**src/sv/permutation_unrank_lexicographic_top_defines.svh**
```systemverilog
// ----------------------------------------------------------------------------
// Permutation unrank assertion macros
// Concurrent assertion wrappers on clk, disabled while rst_n is low.
// ----------------------------------------------------------------------------
`ifndef PERMUTATION_UNRANK_LEXICOGRAPHIC_TOP_DEFINES_SVH
`define PERMUTATION_UNRANK_LEXICOGRAPHIC_TOP_DEFINES_SVH

`ifndef SYNTHESIS

// Condition holds at every clock edge out of reset.
`define PUL_ASSERT(lbl, cond) \
  lbl: assert property (@(posedge clk) disable iff (!rst_n) (cond)) \
    else $error("assertion failed");

// Antecedent in one cycle implies consequent in the next.
`define PUL_ASSERT_NEXT(lbl, ante, cons) \
  lbl: assert property (@(posedge clk) disable iff (!rst_n) (ante) |=> (cons)) \
    else $error("assertion failed");

`else

`define PUL_ASSERT(lbl, cond)
`define PUL_ASSERT_NEXT(lbl, ante, cons)

`endif

`endif

```
**src/sv/pul_pkg.sv**
```systemverilog
// ----------------------------------------------------------------------------
// Permutation unrank package
// Fixed widths, controller states and the command and status bundles.
// ----------------------------------------------------------------------------
`default_nettype none

package pul_pkg;

  localparam int RANK_W     = 16;  // rank field width
  localparam int DIV_BITS   = 8;   // quotient bits resolved per divide cycle
  localparam int FIELD_W    = 3;   // position and element field width
  localparam int CFG_W      = 4;   // perm_length register width
  localparam int LEN_RESET  = 8;   // perm_length after reset

  typedef enum logic [1:0] {
    ST_IDLE,
    ST_DIV,
    ST_EMIT
  } pul_state_t;

  typedef struct packed {
    logic load;      // take a new rank, reset counters and pool
    logic div_step;  // resolve DIV_BITS quotient bits
    logic emit;      // pick one element into the output register
  } pul_cmd_t;

  typedef struct packed {
    logic div_end;   // current divide step finishes the last digit
    logic emit_end;  // current emit produces the last element
    logic out_free;  // output register can take a new element
  } pul_status_t;

endpackage

`default_nettype wire

```
**src/sv/permutation_unrank_lexicographic_top.sv**
```systemverilog
// ----------------------------------------------------------------------------
// Permutation unrank, lexicographic order
// Returns the permutation of 0..n-1 at a given rank, one element per transfer.
// ----------------------------------------------------------------------------
// A rank is taken in one transfer and answered by n result transfers in
// position order, the final one marked by out_last. The rank is reduced modulo
// n factorial. One rank is in work at a time: after acceptance the divider
// resolves 8 quotient bits per cycle of the 16-bit rank for each
// factorial-base digit, then one element is picked per cycle when the output
// is not stalled. The next rank is taken while the last element still waits
// in the output register.
// perm_length (0 reads as 1, values above MAX_LEN saturate) may be written at
// any cycle; cfg_ready is always high. Write it only while no item is open.
`default_nettype none

`include "permutation_unrank_lexicographic_top_defines.svh"

module permutation_unrank_lexicographic_top
  import pul_pkg::*;
#(
  parameter int MAX_LEN = 8
) (
  input  wire logic               clk,
  input  wire logic               rst_n,
  input  wire logic               cfg_valid,
  output logic                    cfg_ready,
  input  wire logic [CFG_W-1:0]   cfg_data,
  input  wire logic               in_valid,
  output logic                    in_stall,
  input  wire logic [RANK_W-1:0]  in_rank,
  output logic                    out_valid,
  input  wire logic               out_stall,
  output logic [FIELD_W-1:0]      out_position,
  output logic [FIELD_W-1:0]      out_element,
  output logic                    out_last
);

  pul_cmd_t    cmd;
  pul_status_t status;

  assign cfg_ready = 1'b1;

  pul_ctrl u_ctrl (
    .clk      (clk),
    .rst_n    (rst_n),
    .in_valid (in_valid),
    .status   (status),
    .cmd      (cmd),
    .in_stall (in_stall)
  );

  pul_dp #(
    .MAX_LEN (MAX_LEN)
  ) u_dp (
    .clk          (clk),
    .rst_n        (rst_n),
    .cmd          (cmd),
    .status       (status),
    .cfg_valid    (cfg_valid && cfg_ready),
    .cfg_data     (cfg_data),
    .in_rank      (in_rank),
    .out_valid    (out_valid),
    .out_stall    (out_stall),
    .out_position (out_position),
    .out_element  (out_element),
    .out_last     (out_last)
  );

  `PUL_ASSERT(a_cmd_exclusive, $onehot0({cmd.load, cmd.div_step, cmd.emit}))
  `PUL_ASSERT(a_no_overwrite, !(cmd.emit && out_valid && out_stall))
  `PUL_ASSERT_NEXT(a_busy_after_accept, in_valid && !in_stall, in_stall)

endmodule

`default_nettype wire

```
**src/sv/pul_ctrl.sv**
```systemverilog
// ----------------------------------------------------------------------------
// Permutation unrank controller
// Sequences load, digit extraction and element emission.
// ----------------------------------------------------------------------------
`default_nettype none

module pul_ctrl
  import pul_pkg::*;
(
  input  wire logic        clk,
  input  wire logic        rst_n,
  input  wire logic        in_valid,
  input  wire pul_status_t status,
  output pul_cmd_t         cmd,
  output logic             in_stall
);

  pul_state_t state_r, state_nxt;

  always_ff @(posedge clk) begin
    if (!rst_n) begin
      state_r <= ST_IDLE;
    end else begin
      state_r <= state_nxt;
    end
  end

  always_comb begin
    state_nxt = state_r;
    case (state_r)
      ST_IDLE: begin
        if (in_valid) state_nxt = ST_DIV;
      end
      ST_DIV: begin
        if (status.div_end) state_nxt = ST_EMIT;
      end
      ST_EMIT: begin
        if (status.out_free && status.emit_end) state_nxt = ST_IDLE;
      end
      default: state_nxt = ST_IDLE;
    endcase
  end

  always_comb begin
    cmd      = '0;
    in_stall = 1'b1;
    case (state_r)
      ST_IDLE: begin
        in_stall = 1'b0;
        cmd.load = in_valid;
      end
      ST_DIV: begin
        cmd.div_step = 1'b1;
      end
      ST_EMIT: begin
        cmd.emit = status.out_free;
      end
      default: begin
        cmd = '0;
      end
    endcase
  end

endmodule

`default_nettype wire

```
**src/sv/pul_dp.sv**
```systemverilog
// ----------------------------------------------------------------------------
// Permutation unrank datapath
// Factorial-base digit divider, digit store, element pool and output register.
// ----------------------------------------------------------------------------
`default_nettype none

module pul_dp
  import pul_pkg::*;
#(
  parameter int MAX_LEN = 8
) (
  input  wire logic               clk,
  input  wire logic               rst_n,
  input  wire pul_cmd_t           cmd,
  output pul_status_t             status,
  input  wire logic               cfg_valid,
  input  wire logic [CFG_W-1:0]   cfg_data,
  input  wire logic [RANK_W-1:0]  in_rank,
  output logic                    out_valid,
  input  wire logic               out_stall,
  output logic [FIELD_W-1:0]      out_position,
  output logic [FIELD_W-1:0]      out_element,
  output logic                    out_last
);

  localparam int LW = $clog2(MAX_LEN + 1);  // holds a length 0..MAX_LEN
  localparam int IW = $clog2(MAX_LEN);      // holds an index 0..MAX_LEN-1
  localparam int RW = LW + 1;               // partial remainder during a divide
  localparam int LEN_INIT = (LEN_RESET > MAX_LEN) ? MAX_LEN : LEN_RESET;

  // effective length, clamped on write
  logic [LW-1:0] n_r;
  logic [LW-1:0] n_m1;
  logic [CFG_W-1:0] cfg_clamped;

  always_comb begin
    if (cfg_data == '0) begin
      cfg_clamped = CFG_W'(1);
    end else if (cfg_data > CFG_W'(MAX_LEN)) begin
      cfg_clamped = CFG_W'(MAX_LEN);
    end else begin
      cfg_clamped = cfg_data;
    end
  end

  always_ff @(posedge clk) begin
    if (!rst_n) begin
      n_r <= LW'(LEN_INIT);
    end else if (cfg_valid) begin
      n_r <= LW'(cfg_clamped);
    end
  end

  assign n_m1 = n_r - LW'(1);

  // divider: radix j+1 for digit position n-1-j
  logic [RANK_W-1:0]   q_r;
  logic [LW-1:0]       rem_r;
  logic                half_r;
  logic [IW-1:0]       j_r;
  logic [LW-1:0]       radix;
  logic [RW-1:0]       rem_v;
  logic [DIV_BITS-1:0] qbits;
  logic [IW-1:0]       dig_idx;
  logic [IW-1:0]       dig_r [MAX_LEN];

  assign radix   = LW'(j_r) + LW'(1);
  assign dig_idx = IW'(n_m1 - LW'(j_r));

  always_comb begin
    rem_v = RW'(rem_r);
    qbits = '0;
    for (int b = 0; b < DIV_BITS; b++) begin
      rem_v = {rem_v[RW-2:0], q_r[RANK_W-1-b]};
      if (rem_v >= RW'(radix)) begin
        rem_v = rem_v - RW'(radix);
        qbits[DIV_BITS-1-b] = 1'b1;
      end
    end
  end

  always_ff @(posedge clk) begin
    if (cmd.load) begin
      q_r    <= in_rank;
      rem_r  <= '0;
      half_r <= 1'b0;
      j_r    <= '0;
    end else if (cmd.div_step) begin
      q_r    <= {q_r[RANK_W-DIV_BITS-1:0], qbits};
      half_r <= ~half_r;
      if (half_r) begin
        // remainder is final: store the digit and move to the next radix
        dig_r[dig_idx] <= IW'(rem_v);
        rem_r <= '0;
        j_r   <= j_r + IW'(1);
      end else begin
        rem_r <= LW'(rem_v);
      end
    end
  end

  // pool of unused values, kept sorted and compacted
  logic [IW-1:0] p_r;
  logic [LW-1:0] rm_r;
  logic [IW-1:0] pool_r [MAX_LEN];
  logic [IW-1:0] d_raw;
  logic [IW-1:0] d_sel;
  logic [IW-1:0] pick;
  logic          out_valid_r;

  assign d_raw = dig_r[p_r];
  assign d_sel = (LW'(d_raw) >= rm_r) ? IW'(rm_r - LW'(1)) : d_raw;
  assign pick  = pool_r[d_sel];

  always_ff @(posedge clk) begin
    if (cmd.load) begin
      p_r  <= '0;
      rm_r <= n_r;
      for (int k = 0; k < MAX_LEN; k++) begin
        pool_r[k] <= IW'(k);
      end
    end else if (cmd.emit) begin
      p_r  <= p_r + IW'(1);
      rm_r <= rm_r - LW'(1);
      // close the gap left by the picked value
      for (int k = 0; k < MAX_LEN - 1; k++) begin
        if (IW'(k) >= d_sel) pool_r[k] <= pool_r[k+1];
      end
    end
  end

  // output register
  logic [FIELD_W-1:0] out_position_r;
  logic [FIELD_W-1:0] out_element_r;
  logic               out_last_r;

  always_ff @(posedge clk) begin
    if (!rst_n) begin
      out_valid_r <= 1'b0;
    end else if (cmd.emit) begin
      out_valid_r <= 1'b1;
    end else if (!out_stall) begin
      out_valid_r <= 1'b0;
    end
  end

  always_ff @(posedge clk) begin
    if (cmd.emit) begin
      out_position_r <= FIELD_W'(p_r);
      out_element_r  <= FIELD_W'(pick);
      out_last_r     <= (p_r == IW'(n_m1));
    end
  end

  assign out_valid    = out_valid_r;
  assign out_position = out_position_r;
  assign out_element  = out_element_r;
  assign out_last     = out_last_r;

  assign status.div_end  = half_r && (j_r == IW'(n_m1));
  assign status.emit_end = (p_r == IW'(n_m1));
  assign status.out_free = !out_valid_r || !out_stall;

endmodule

`default_nettype wire
```
**config.mk**
```make
export PLATFORM = sky130hd
export DESIGN_NAME = permutation_unrank_lexicographic_top
export DESIGN_NICKNAME = d
export VERILOG_FILES = /design/src/sv/pul_pkg.sv /design/src/sv/permutation_unrank_lexicographic_top.sv /design/src/sv/pul_ctrl.sv /design/src/sv/pul_dp.sv
export VERILOG_INCLUDE_DIRS = /design/src /design/src/sv
export SDC_FILE = /design/constraint.sdc
export NUM_CORES = 1
export LEC_CHECK = 0
export BUFFER_PORTS_ARGS = -buffer_cell sky130_fd_sc_hd__buf_2
export CORE_ASPECT_RATIO = 1.2
export CORE_UTILIZATION = 40
export DETAILED_ROUTE_END_ITERATION = 10
export HOLD_SLACK_MARGIN = 0.02
export PLACE_DENSITY = 0.68
export SLEW_MARGIN = 20
export SYNTH_ARGS = -nofsm -noshare
export SYNTH_HDL_FRONTEND = slang
export SYNTH_SLANG_ARGS = --single-unit
```
**constraint.sdc**
```tcl
create_clock -name clk -period 18.2 [get_ports clk]
set_input_delay 0.91 -clock clk [delete_from_list [all_inputs] [get_ports clk]]
set_output_delay 0.91 -clock clk [all_outputs]
set_load 0.02 [all_outputs]
```
* Yosys cells after proc, flatten, opt, wreduce, memory -nomap -nowiden *
Memories as Yosys holds them, arrays and structs flattened. A register that Yosys moved wholly into a read port is not among the register bits.
Cells that the tools add are included.

storage, ports and cells
  flip-flop bits (word level) = 42
  memories kept = 2
  output and inout port bits = 10
  word-level logic and storage cells = 148
  input bits = 25
  RAM bits = 48

cells by class
  equal/unequal tests = 8
  bitwise operators = 8
  reduce and logical (&&, ||, !) cells = 11
  muxes and demuxes = 77
  $add $sub $neg = 14
  order comparisons = 17

memory list
  name         depth  width  read ports  clocked after memory_dff  wr ports  line           source
  u_dp.dig_r   8      3      1           1                         1         pul_dp.sv:65   logic [IW-1:0] dig_r [MAX_LEN];
  u_dp.pool_r  8      3      8           1                         8         pul_dp.sv:105  logic [IW-1:0] pool_r [MAX_LEN];

operators by type and width
  operator             number
  $mux 4               13
  $mux 1               48
  $ge 5x4->1           8
  $mux 16              2
  $sub 4x4->4          8
  $mux 3               10
  $ge 3x3->1 const A   3
  $or 1x1->1           7
  $add 3x1->3 const B  2
  $eq 3x3->1           2
  $ge 1x3->1 const A   2
  $ge 2x3->1 const A   2
  $mux 2               3
  $pmux 2 s3           1
  $add 3x1->4 const B  1
  $ge 3x4->1           1
  $gt 4x4->1 const B   1
  $logic_not 4->1      1
  $ne 2x1->1 const B   2
  $ne 2x2->1 const B   2
  $reduce_bool 2->1    2
  $sub 4x1->4 const B  1
  $reduce_and 3->1     1
  $sub 3x1->3 const B  1
  9 further kinds      11

* Depth between registers and ports, before layout *
  word-level depth = 19
  mapped depth = 72
  depth with buffers taken out = 69

* Hierarchy *
A second synthesis with hierarchy kept.

unflattened totals
  cell total of the unflattened synthesis = 549
  area total of the unflattened synthesis = 5889.4 um^2

by module, submodules not included
  module                                cells each  area each (um^2)  times used  seq. area each (um^2)
  pul_dp                                534         5754.3            1           2422.3
  pul_ctrl                              13          123.9             1           40.0
  permutation_unrank_lexicographic_top  2           11.3              1           0.0

* Worst setup path after synthesis *
No wires, ideal clock.

  path kind = flip-flop to flip-flop
  from = register u_dp.j_r[1]
  to = register u_dp.rem_r[2]
  slack = 4.832 ns
  buffers on the path = 3
  cell stages (with the launch flop) = 70
  arrival = 13.251 ns
  clock period less this slack = 13.368 ns
  data required time = 18.083 ns
  cell sequence = dfxtp_1 > ha_1 > inv_1 > ha_1 > and2_1 > a221oi_2 > o221ai_2 > mux2_2 > inv_1 > ha_1 > nor2b_1 > o211ai_1 > and3_1 > nand4_2 > nand2b_4 > buf_12 > a21oi_1 > ha_1 > [... 34 more ...] > inv_1 > ha_1 > o21ai_0 > nand2b_1 > a21o_1 > a21o_1 > or4_4 > buf_6 > mux2_4 > inv_1 > ha_1 > o21ai_0 > nand2b_1 > a21o_1 > a21oi_1 > o211ai_4 > mux2_4 > a22o_1

between the ends
  cells in the longest elaborated chain, start to end = 18
  elaborated cells between the ends (all ways) = 26
  classes of those cells = add/sub: 9; order compare: 8; mux: 9

RTL lines
  what                                              line                        source
  start, declared                                   pul_dp.sv:60                logic [IW-1:0] j_r;
  start signal, assigned                            pul_dp.sv:95                j_r <= j_r + IW'(1);
  $add 3x1->4 (*)                                   pul_dp.sv:67                assign radix = LW'(j_r) + LW'(1);
  named net u_dp.radix[1]                           pul_dp.sv:61                logic [LW-1:0] radix;
  $sub 4x4->4 / $ge 5x4->1 (equally long branches)  pul_dp.sv:76, pul_dp.sv:75
  $mux 4                                            pul_dp.sv:75                if (rem_v >= RW'(radix)) begin
  $sub 4x4->4 / $ge 5x4->1 (equally long branches)  pul_dp.sv:76, pul_dp.sv:75
  $mux 4                                            pul_dp.sv:75
  $sub 4x4->4 / $ge 5x4->1 (equally long branches)  pul_dp.sv:76, pul_dp.sv:75
  $mux 4                                            pul_dp.sv:75
  [... 4 more ...]                                  n/a
  $sub 4x4->4 / $ge 5x4->1 (equally long branches)  pul_dp.sv:76, pul_dp.sv:75
  $mux 4                                            pul_dp.sv:75
  $ge 5x4->1 / $sub 4x4->4 (equally long branches)  pul_dp.sv:75, pul_dp.sv:76
  $mux 4                                            pul_dp.sv:75
  $sub 4x4->4 / $ge 5x4->1 (equally long branches)  pul_dp.sv:76, pul_dp.sv:75
  $mux 4 (*)                                        pul_dp.sv:75
  named net u_dp.rem_v[2]                           pul_dp.sv:62                logic [RW-1:0] rem_v;
  $mux 4 (*)                                        pul_dp.sv:91                if (half_r) begin
  end signal, assigned                              pul_dp.sv:97                rem_r <= LW'(rem_v);
  end, declared                                     pul_dp.sv:58                logic [LW-1:0] rem_r;

Mark *: on every way through the listed nets, which the timed path passes. The rest lies on a longest branch.
A chain may end at the register's enable or synchronous reset.

* Final worst setup path *
  from = register u_dp.j_r[1]
  to = memory u_dp.dig_r[3][0] (netlist bit) (data pin)

between the ends
  cells in the longest elaborated chain, start to end = 17
  elaborated cells between the ends (all ways) = 24
  classes of those cells = add/sub: 8; order compare: 8; mux: 8

RTL lines
  what                                              line
  $add 3x1->4 (*)                                   pul_dp.sv:67
  named net u_dp.radix[1]                           pul_dp.sv:61
  $sub 4x4->4 / $ge 5x4->1 (equally long branches)  pul_dp.sv:76, pul_dp.sv:75
  $mux 4                                            pul_dp.sv:75
  $sub 4x4->4 / $ge 5x4->1 (equally long branches)  pul_dp.sv:76, pul_dp.sv:75
  $mux 4                                            pul_dp.sv:75
  $sub 4x4->4 / $ge 5x4->1 (equally long branches)  pul_dp.sv:76, pul_dp.sv:75
  $mux 4                                            pul_dp.sv:75
  [... 3 more ...]                                  n/a
  $mux 4                                            pul_dp.sv:75
  $sub 4x4->4 / $ge 5x4->1 (equally long branches)  pul_dp.sv:76, pul_dp.sv:75
  $mux 4                                            pul_dp.sv:75
  $sub 4x4->4 / $ge 5x4->1 (equally long branches)  pul_dp.sv:76, pul_dp.sv:75
  $mux 4                                            pul_dp.sv:75
  $ge 5x4->1 (*)                                    pul_dp.sv:75
  $mux 4 (*)                                        pul_dp.sv:75
  named net u_dp.rem_v[0]                           pul_dp.sv:62
  end, declared                                     pul_dp.sv:65

Marked as above.

==> impl_results.md <==
- Reg2reg path depth: 63
- Relative slew margins: around a third
- Setup TNS: 0 ns
- Boundary Pins: 35
- Slowest-stage cell, CP: ha_1
- Drt pass-1 iters: 8
- Vias in the first global route: approximately 4300
- Yosys warns: 0
- Adder-cell area share of the yosys netlist: approximately an eighth
- Number of synthesized flops with an enable pin: 68
- Least-Margin Pin Slew: between 0.9 and 1 ns
- Synthesized area: 5780 µm²
- Top cell family by delay on the critical path: compound AO/OA/AOI/OAI gates
- # setup viols final: 0
- Async SR Flop Fraction: 0%
- Largest family of logic cells by synthesized area: simple AND/OR/NAND/NOR gates
- CP Class: reg -> reg
- # DRC: 2
- Post-CTS Setup Bufs: 0
- Rows: 47
- Worst-skew pair later-pin latency: around 0.35 ns
- Fmax: 66.0 MHz
- Initial antenna violation count: 0
- Compound-Gate Fraction of Synth Area: between 10 and 15%
- CTS tree: built
- H-tree lvl count: 3
- Nets@finish: about 670
- Area of the core: 13900 µm²
- Critical path arrival: roughly 15 ns
- Total number of vias: about 4200
- HP Class: reg -> reg
- Via density: 5.53
- Tot GR Track Use: 17.8%
- Fin. max-slew vios: 0
- Die Y: 134 µm
- Register bit count reported by yosys: 89
- Syn nets: 632
- Initial DRC Count: 302
- Simple-gate area share of the yosys netlist: roughly 16%
- Drt total wl: between 10000 and 15000 µm
- Layout cells sized above 1: between 10% and 20%
- Outcome: complete, but fails checks
- Input/output buffers: 33
- Clk slew on worst S/H paths: approximately 0.070 ns
- CP max FO: 10
- Syn Inst Count: 558
- Worst Setup End Kind: flop
- Drt wl/cell: 16.4 µm
- # clock sinks: 89
- CTS Hold Bufs: 0
- Buf/Inv on CP: 5
- CTS Root Cell: clkbuf_16
- Worst clock skew: between 0.005 and 0.006 ns
- Final Wtd Congestion: between 0.8 and 0.9
- Largest net degree at the start of global routing: 31
- Hold_ws: about 0.48 ns
- Crit-path max cell delay: between 0.6 and 0.7 ns
- Global-route wire length before repair: 20800 µm
- RSZ-0062 raised after global routing: false
- Total gr overflow: 0
- Final Hold Viols: 0
- Most used cell, CP: ha_1
- Final worst path period share: between 80% and 90%
- Area growth syn-to-layout: 10.7%
- Remaining antenna violation count: 0
- Violated checks: design-rule violations
- N_diodes: 0
- Stages on the worst setup path: 63
- Post-layout min period: approximately 15 ns
- Most used DFF post-synth: edfxtp_1
- Die ar.: around 15000 µm²
- Longest Clk Path Bufs: 2
- Avg Cell Area, Syn: a little over 10 µm²
- Initial Util: ~41%
- Total of max-cap violations: 0
- Final HPWL DP: about 9600 µm
- Die W: between 100 and 150 µm
- Synth cell types: 64
- CTS Buf Count: 9
- Post-CTS Resized: 0
- XOR/XNOR Fraction of Synth Area: under 10%
- Post-synthesis mux area share: under 10%
- Critical Path RT: approximately 18 ns
- CP Launch Type: flop
- Seq/Total Area, Yosys: a little over two fifths
- Hold path cells: 2
cell families (layout without fill, tap and decap cells):
| group | after synthesis | in the layout |
|---|---|---|
| AND/OR/NAND/NOR | 189 | 189 |
| AO/OA/AOI/OAI | 106 | 106 |
| flip-flops | 89 | 89 |
| buffers and inverters | 59 | 97 |
| adder cells (fa/ha/maj) | 49 | 49 |
| multiplexers | 38 | 38 |
| XOR/XNOR | 27 | 27 |
| other | 1 | 1 |
metal layers:
layer	global-route usage (%)	up-vias	routed length (µm)
met1	20.3	2033	5350
met3	3.28	33	438
met2	31.8	119	6390
met4	9.08	0	406
met5	0	-	0
li1	-	2060	-
tightest hold or removal path, cell delays in order, from the launching register on:
cell	delay, ns
dfxtp_1	0.33
nand2_1	0.06
o21ai_1	0.05
registers in the layout (all words and copies together) (netlist names), 4 cells and up, named ones only:
name / flops
u_dp.rm_r: 4
u_dp.n_r: 4
u_dp.q_r: 16
u_dp.pool_r: 17
u_dp.rem_r: 4
u_dp.dig_r: 24
cell usage in the layout, fill, tap and decap left out, types with 3 or more instances in the layout:
master     instances
xnor2_1           16
nand2_1           53
o31a_1             3
dfxtp_1           21
o21ai_1            3
nand2b_1          13
nand3_1            6
a221o_1            3
mux2i_1           17
and3_1             6
and2_1            13
a21o_1            13
xor2_1            10
nor2b_1            8
or2_2              5
inv_1             44
a21oi_1           30
clkbuf_16          9
nor3_1            12
buf_2             33
nor2_1            56
o211ai_1           3
mux4_2             7
o21ai_0           26
mux2_2            10
a31oi_1            4
ha_1              40
edfxtp_1          68
nor4_1             3
fa_1               9
a22o_1             3
metrics by stage:
stage | util (%) | instances | setup slack (ns) | instance area (µm²)
global placement | 43.7 | 751 | 3.54 | 6090
floorplan | - | 558 | 4.83 | 5780
finish | 45.9 | 767 | 3.06 | 6390
CTS | 45.9 | 767 | 3.03 | 6390
global route | 45.9 | 767 | 1.81 | 6390
detailed placement | 43.7 | 751 | 3.11 | 6090
layout make-up:
class	count	area [µm²]
Fill cell	1279	7550
Multi-Input combinational cell	410	3060
Sequential cell	89	2460
Clock buffer	12	246
Tap cell	171	214
Timing Repair Buffer	35	180
Inverter	46	173
Clock inverter	4	52.6
worst paths after layout:
kind	slack, ns	to	startpoint
max reg2reg	3.06	u_dp.dig_r[3][0]	u_dp.j_r[1]
min	0.48	u_dp.rem_r[3]	u_dp.rem_r[3]
max	3.06	u_dp.dig_r[3][0]	u_dp.j_r[1]
min reg2reg	0.48	u_dp.rem_r[3]	u_dp.rem_r[3]
cell usage after synthesis (all sizes together) (3+ instances only):
cell	number	area, µm²
ha	40	500
clkbuf	9	33.8
nor4	3	18.8
xnor2	16	140
o211ai	4	43.8
nor2b	8	50.1
edfxtp	68	2040
inv	45	169
dfxtp	21	420
and3	7	48.8
nand3	6	30.0
buf	4	43.8
o21ai	29	145
mux4	7	158
nand2	53	199
fa	9	180
mux2	14	165
and2	13	81.3
a21oi	30	150
o31a	3	26.3
nand2b	14	95.1
nor2	56	210
a31oi	4	25.0
mux2i	17	170
a22o	3	26.3
nor3	12	60.1
or4	3	26.3
or2	7	43.8
a221o	3	30.0
xor2	11	104
a21o	13	97.6
Power is left out: the tool's default activity adds up to more than one toggle a clock period on the data nets, which glitch-free logic cannot reach.
